[src/hw/rtl/ltc_pkg.sv]
// Package for the lexical token classifier.
// Holds the item structs, class codes and keyword tables; no dependencies.
`timescale 1ns / 1ps

package ltc_pkg;

    localparam int LEN_W    = 7;
    localparam int KW_COUNT = 5;
    localparam int KW_SLOTS = 6;

    localparam logic [2:0] CLASS_PUNCT     = 3'd0;
    localparam logic [2:0] CLASS_KEYWORD   = 3'd1;
    localparam logic [2:0] CLASS_CONSTANT  = 3'd2;
    localparam logic [2:0] CLASS_OPERATOR  = 3'd3;
    localparam logic [2:0] CLASS_IDENT     = 3'd4;
    localparam logic [2:0] CLASS_BAD_IDENT = 3'd5;

    localparam logic [7:0] CH_SPACE  = 8'h20;
    localparam logic [7:0] CH_DQUOTE = 8'h22;
    localparam logic [7:0] CH_SQUOTE = 8'h27;

    // int, float, double, string, char
    localparam logic [0:KW_COUNT-1][0:KW_SLOTS-1][7:0] KW_TEXT = '{
        '{"i", "n", "t", 8'h00, 8'h00, 8'h00},
        '{"f", "l", "o", "a", "t", 8'h00},
        '{"d", "o", "u", "b", "l", "e"},
        '{"s", "t", "r", "i", "n", "g"},
        '{"c", "h", "a", "r", 8'h00, 8'h00}
    };
    localparam logic [0:KW_COUNT-1][LEN_W-1:0] KW_SIZE = '{
        7'd3, 7'd5, 7'd6, 7'd6, 7'd4
    };

    typedef struct packed {
        logic [7:0] ch;
        logic       line_end;
    } char_item_t;

    typedef struct packed {
        logic [2:0]       token_class;
        logic [LEN_W-1:0] token_length;
    } token_item_t;

    typedef struct packed {
        logic [LEN_W-1:0]    len;
        logic [7:0]          first_char;
        logic [7:0]          last_char;
        logic                all_digits;
        logic                has_forbidden;
        logic [KW_COUNT-1:0] kw_match;
    } token_state_t;

endpackage

[src/hw/rtl/ltc_classifier.sv]
// Token class decode from the tracked token state.
// Depends on ltc_pkg.
`timescale 1ns / 1ps

module ltc_classifier
(
    input  ltc_pkg::token_state_t tok,
    output logic [2:0]            token_class
);

    logic                         single;
    logic [ltc_pkg::KW_COUNT-1:0] kw_hit;
    logic                         is_punct;
    logic                         is_quoted;
    logic                         is_op;
    logic                         is_ident_start;
    logic [7:0]                   c0;

    assign c0     = tok.first_char;
    assign single = (tok.len == ltc_pkg::LEN_W'(1));

    always_comb
    begin
        for (int k = 0; k < ltc_pkg::KW_COUNT; k++)
        begin
            kw_hit[k] = tok.kw_match[k] && (tok.len == ltc_pkg::KW_SIZE[k]);
        end
    end

    assign is_punct = single && (c0 == ";" || c0 == "(" || c0 == ")" || c0 == "{" ||
                                 c0 == "}" || c0 == "[" || c0 == "]");
    assign is_quoted = (tok.len >= ltc_pkg::LEN_W'(2)) && (c0 == tok.last_char) &&
                       (c0 == ltc_pkg::CH_DQUOTE || c0 == ltc_pkg::CH_SQUOTE);
    assign is_op = single && (c0 == "+" || c0 == "-" || c0 == "*" || c0 == "/" ||
                              c0 == "%" || c0 == "=");
    assign is_ident_start = (c0 == "_") || (c0 >= "a" && c0 <= "z") ||
                            (c0 >= "A" && c0 <= "Z");

    always_comb
    begin
        priority if (is_punct)
            token_class = ltc_pkg::CLASS_PUNCT;
        else if (|kw_hit)
            token_class = ltc_pkg::CLASS_KEYWORD;
        else if (is_quoted || tok.all_digits)
            token_class = ltc_pkg::CLASS_CONSTANT;
        else if (is_op)
            token_class = ltc_pkg::CLASS_OPERATOR;
        else if (is_ident_start && !tok.has_forbidden)
            token_class = ltc_pkg::CLASS_IDENT;
        else
            token_class = ltc_pkg::CLASS_BAD_IDENT;
    end

endmodule

[src/hw/rtl/lexical_token_classifier_unit.sv]
// Lexical token classifier top level: character input register, token tracking, result register.
// Depends on ltc_pkg and ltc_classifier.
// A token's result is registered as the item that closes it leaves the input register.
// Throughput: one character item per cycle; the input register advances whenever the
// result register is free, being taken, or the character closes no token.
// Reset (rst_n low, asynchronous): both registers empty and the token state cleared.
`timescale 1ns / 1ps

module lexical_token_classifier_unit
#(
    parameter int MAX_TOKEN_LEN = 64
)
(
    input  logic                      clk,
    input  logic                      rst_n,
    input  logic                      char_valid,
    output logic                      char_ready,
    input  ltc_pkg::char_item_t       char_item,
    output logic                      token_valid,
    input  logic                      token_ready,
    output ltc_pkg::token_item_t      token_item
);

    localparam logic [ltc_pkg::LEN_W-1:0] MAX_LEN = ltc_pkg::LEN_W'(MAX_TOKEN_LEN);

    logic                  char_valid_reg;
    ltc_pkg::char_item_t   char_reg;
    ltc_pkg::token_state_t tok_reg;
    ltc_pkg::token_state_t tok_next;
    ltc_pkg::token_state_t tok_upd;
    ltc_pkg::token_state_t tok_clear;
    logic                  token_valid_reg;
    logic                  token_valid_next;
    ltc_pkg::token_item_t  token_reg;
    logic [2:0]            upd_class;
    logic                  not_space;
    logic                  close;
    logic                  emit;
    logic                  advance;

    assign tok_clear = '{len: '0, first_char: '0, last_char: '0, all_digits: 1'b1,
                         has_forbidden: 1'b0, kw_match: '1};

    assign not_space = (char_reg.ch != ltc_pkg::CH_SPACE);
    assign close     = !not_space || char_reg.line_end;

    always_comb
    begin
        tok_upd = tok_reg;
        if (not_space)
        begin
            if (tok_reg.len == '0)
                tok_upd.first_char = char_reg.ch;
            tok_upd.last_char = char_reg.ch;
            for (int k = 0; k < ltc_pkg::KW_COUNT; k++)
            begin
                if (!(tok_reg.len < ltc_pkg::KW_SIZE[k] &&
                      ltc_pkg::KW_TEXT[k][tok_reg.len[2:0]] == char_reg.ch))
                    tok_upd.kw_match[k] = 1'b0;
            end
            if (char_reg.ch < "0" || char_reg.ch > "9")
                tok_upd.all_digits = 1'b0;
            if (char_reg.ch == "!" || char_reg.ch == "%" || char_reg.ch == "#" ||
                char_reg.ch == "-")
                tok_upd.has_forbidden = 1'b1;
            if (tok_reg.len < MAX_LEN)
                tok_upd.len = tok_reg.len + ltc_pkg::LEN_W'(1);
        end
    end

    ltc_classifier u_classifier
    (
        .tok         (tok_upd),
        .token_class (upd_class)
    );

    assign emit       = close && (tok_upd.len != '0);
    assign advance    = char_valid_reg && (!emit || !token_valid_reg || token_ready);
    assign char_ready = !char_valid_reg || advance;
    assign tok_next   = close ? tok_clear : tok_upd;

    always_comb
    begin
        token_valid_next = token_valid_reg && !token_ready;
        if (advance && emit)
            token_valid_next = 1'b1;
    end

    always_ff @(posedge clk or negedge rst_n)
    begin
        if (!rst_n)
        begin
            char_valid_reg  <= 1'b0;
            token_valid_reg <= 1'b0;
            tok_reg         <= tok_clear;
        end
        else
        begin
            if (char_ready)
                char_valid_reg <= char_valid;
            token_valid_reg <= token_valid_next;
            if (advance)
                tok_reg <= tok_next;
        end
    end

    always_ff @(posedge clk)
    begin
        if (char_valid && char_ready)
            char_reg <= char_item;
        if (advance && emit)
        begin
            token_reg.token_class  <= upd_class;
            token_reg.token_length <= tok_upd.len;
        end
    end

    assign token_valid = token_valid_reg;
    assign token_item  = token_reg;

endmodule

[config.mk]
export PLATFORM = sky130hd
export DESIGN_NAME = lexical_token_classifier_unit
export DESIGN_NICKNAME = d
export VERILOG_FILES = /design/src/hw/rtl/ltc_pkg.sv /design/src/hw/rtl/ltc_classifier.sv /design/src/hw/rtl/lexical_token_classifier_unit.sv
export SDC_FILE = /design/constraint.sdc
export NUM_CORES = 1
export LEC_CHECK = 0
export BUFFER_PORTS_ARGS = -buffer_cell sky130_fd_sc_hd__buf_2
export CORE_ASPECT_RATIO = 1.25
export CORE_MARGIN = 2
export CORE_UTILIZATION = 61
export DETAILED_ROUTE_END_ITERATION = 12
export PLACE_DENSITY = 0.79
export SKIP_LAST_GASP = 1
export SYNTH_ARGS = -nofsm -noshare
export SYNTH_HDL_FRONTEND = slang
export SYNTH_SLANG_ARGS = --single-unit
[constraint.sdc]
create_clock -name clk -period 3.3 [get_ports clk]
set_input_delay 0.33 -clock clk [delete_from_list [all_inputs] [get_ports clk]]
set_output_delay 0.33 -clock clk [all_outputs]
set_load 0.01 [all_outputs]
==> results.md <==
- Combinational power share: 47.9%
- Crit path DAT: 2.78 ns
- Number of synthesized flops with an enable pin: 19
- Inserted Diodes: 0
- Power, Total: 2.53 mW
- Sequential Power Share: 34.9%
- CTS Buffer Depth: 2
- Avg WL per Cell: 20.8 µm
- Top cells by area, synth: dfrtp_1 (18%), edfxtp_1 (16%), dfstp_2 (4.3%)
- Power Internal: 1.50 mW
- Die H: 90.4 µm
- Share of cells above drive strength 1: 20.7%
- Final Util: 69.2%
- Synthesized Nets: 425
- Initial DRC Count: 434
- Hold Violations, Final: 0
- Fmax: 321 MHz
- CTS tree: built
- Antenna viol nets, final: 0
- Cell accounting for the most synthesized area: dfrtp_1
- CP Capture Type: output port
- # nets final: 452
- Crit share post-route: 94.4%
- Synth cell types: 77
- Post-synth ARST share: 62.7%
- First-pass GRT wire length: 16700 µm
- Grt ovf: 0
- Total CTS buffers: 5
- CP max FO: 8
- Root Driver: clkbuf_8
- Net Switching: 1.03 mW
- Status: complete, no violations
- Placeable Area: 5780 µm²
- DR pass1 iterations: 5
- Final non-filler cell total: 500
- Main synth FF type: dfrtp_1
- Pleak: 1.64 nW
- Placed cells: 492
- Power per cell area: 632 nW/µm²
- Peak supply drop: 347 µV
- # setup viols final: 0
- Initial antenna violation count: 0
- CP Class: register to output port
- Min Clock Period, post-route: 3.11 ns
- Clk network pwr share: 17.1%
- Area grow syn2layout: 9.87%
- CP Launch Type: register
- # DRC: 0
- Port bufs: 24
- Worst hold slack: 0.103 ns
- Largest net degree at the start of global routing: 33
- CTS sink count: 51
- Worst-path clk slew: 0.09 ns
- Syn Std Cell Area: 3640 µm²
- Slew Limit Headroom: 48.0%
- Yosys warning total: 0
- Vias per cell: 6.87
- Die area: 6600 µm²
- WP data required: 2.97 ns
- Hold Path Class: input pin to asynchronous set/reset pin
- Post-synthesis sequential area ratio: 37.9%
- Mapped Avg Cell Area: 8.96 µm²
- Filler Cells Inserted: 455
- Vias in the first global route: 3288
- GRT Total Usage: 32.4%
- Clk_skew: 0.00461 ns
- GP Congestion: 1.06
- Max Cap Viol: 0
- Initial Utilization: 63.0%
- Synth Instances: 406
- FF+latch count, synth: 51
- Detailed placer's ending HPWL: 7370 µm
- IO Pins: 25
- Yosys top cell area share: 17.9%
- Max FFs per register: 30
- Worst slew pin tran: 0.780 ns
- Die Wd: 73.1 µm
- Rows: 31
- Worst skew pair latency: 0.30 ns
- Htree depth: 2
- Unrepaired setup endpoints after global routing: no
- Slew Limit Fails: 0
- DRT Wirelength: 10400 µm
- Via Count: 3435
- Total negative slack: 0 ns
- Switching share of power: 40.8%
## power groups by stage
stage	Combinational (mW)	Sequential, mW	Clock (mW)
after global routing	1.31	0.892	0.465
after floorplan	0.895	0.859	0
after detailed placement	1.17	0.889	0
final	1.21	0.883	0.433
after CTS	1.17	0.875	0.447
after global placement	1.16	0.882	0
## layer usage
layer	vias up	global-route usage, %	part of all wire (%)
met4	0	13.7	3.4
met2	219	48.6	46
met3	42	5.36	8.9
met5	-	0	0
met1	1611	45.7	42
li1	1563	-	-
## critical path: stages (launching register included)
cell and delay, ns:
edfxtp_1 0.45, nor4_4 0.57, and2_1 0.41, buf_4 0.19, nor2_1 0.05, a21o_2 0.24, or2_1 0.23, nor2_1 0.15
inv_1 0.05, buf_2 0.13
## cells by family (layout without fill, tap and decap cells)
logic type               Yosys count  count (layout)  synth area share [%]
AND/OR/NAND/NOR                  142             142                  21.0
AO/OA/AOI/OAI                    127             127                  25.0
flip-flops                        51              51                  37.9
buffers and inverters             49              77                  6.19
XOR/XNOR                          23              23                  5.54
multiplexers                       8               8                  2.30
adder cells (fa/ha/maj)            6               6                  2.06
## cells in the final DEF, fill, tap and decap left out, types with 5 or more instances in the layout
cell | synthesis | final
dfstp_2 | 6 | 6
clkbuf_8 | 0 | 5
mux2i_1 | 5 | 5
o32ai_1 | 6 | 6
edfxtp_1 | 19 | 19
a22oi_1 | 6 | 6
nand3_1 | 19 | 19
o22ai_1 | 7 | 7
and2_1 | 5 | 5
o21ai_0 | 24 | 23
o31ai_1 | 6 | 6
dfrtp_1 | 26 | 25
a22o_1 | 8 | 8
buf_4 | 2 | 26
ha_1 | 6 | 5
nand4_1 | 6 | 6
buf_2 | 9 | 24
nor3_1 | 7 | 7
xor2_1 | 7 | 7
inv_1 | 18 | 18
a21oi_1 | 15 | 15
o21ai_1 | 7 | 8
nand2b_1 | 9 | 9
a31oi_1 | 11 | 11
xnor2_1 | 16 | 16
nand2_1 | 41 | 41
nor2_1 | 22 | 22
nor2b_1 | 5 | 5
## final cells by class
cell class                 count  area, µm²  area share (%)
tap                           66       82.6            2.07
timing repair buffer          50        315            7.89
multi-input combinational    306       2040            51.0
sequential                    51       1380            34.5
inverter                      19       71.3            1.78
clock buffer                   6       72.6            1.82
clock inverter                 2       37.5           0.939
## timing repair
item,in CTS,in global routing
gates resized for setup,0,4
hold buffers,0,0
buffers inserted,0,0
endpoints found under the setup margin,0,4
## per-stage QoR
step | instance area [µm²] | setup WS (ns)
2_1_floorplan | 3640 | 0.316
3_3_place_gp | 3880 | 0.261
3_5_place_dp | 3880 | 0.197
4_1_cts | 3990 | 0.0629
5_1_grt | 4000 | 0.0358
6_report | 4000 | 0.186
## cell usage after synthesis (8+ instances only)
master,count
a21oi_1,15
a22o_1,8
a31oi_1,11
buf_2,9
clkbuf_1,15
dfrtp_1,26
edfxtp_1,19
inv_1,18
nand2_1,41
nand2b_1,9
nand3_1,19
nor2_1,22
o21ai_0,24
xnor2_1,16
## worst paths after layout
kind / slack (ns) / cells after the start / from / end
max: 0.19 / 9 / char_reg[4]$_DFFE_PP_ / char_ready
min: 0.10 / 1 / rst_n / tok_reg[29]$_DFFE_PN0P_
max reg2reg: 0.24 / 9 / char_reg[4]$_DFFE_PP_ / token_item[9]$_SDFFCE_PP0P_
min reg2reg: 0.48 / 2 / tok_reg[8]$_DFFE_PN0P_ / tok_reg[8]$_DFFE_PN0P_
max in group asynchronous: 2.66 / 1 / rst_n / tok_reg[24]$_DFFE_PN0P_
min in group clk: 0.20 / 1 / char_item[8] / char_reg[8]$_DFFE_PP_
Power figures use the tool's default switching activity.
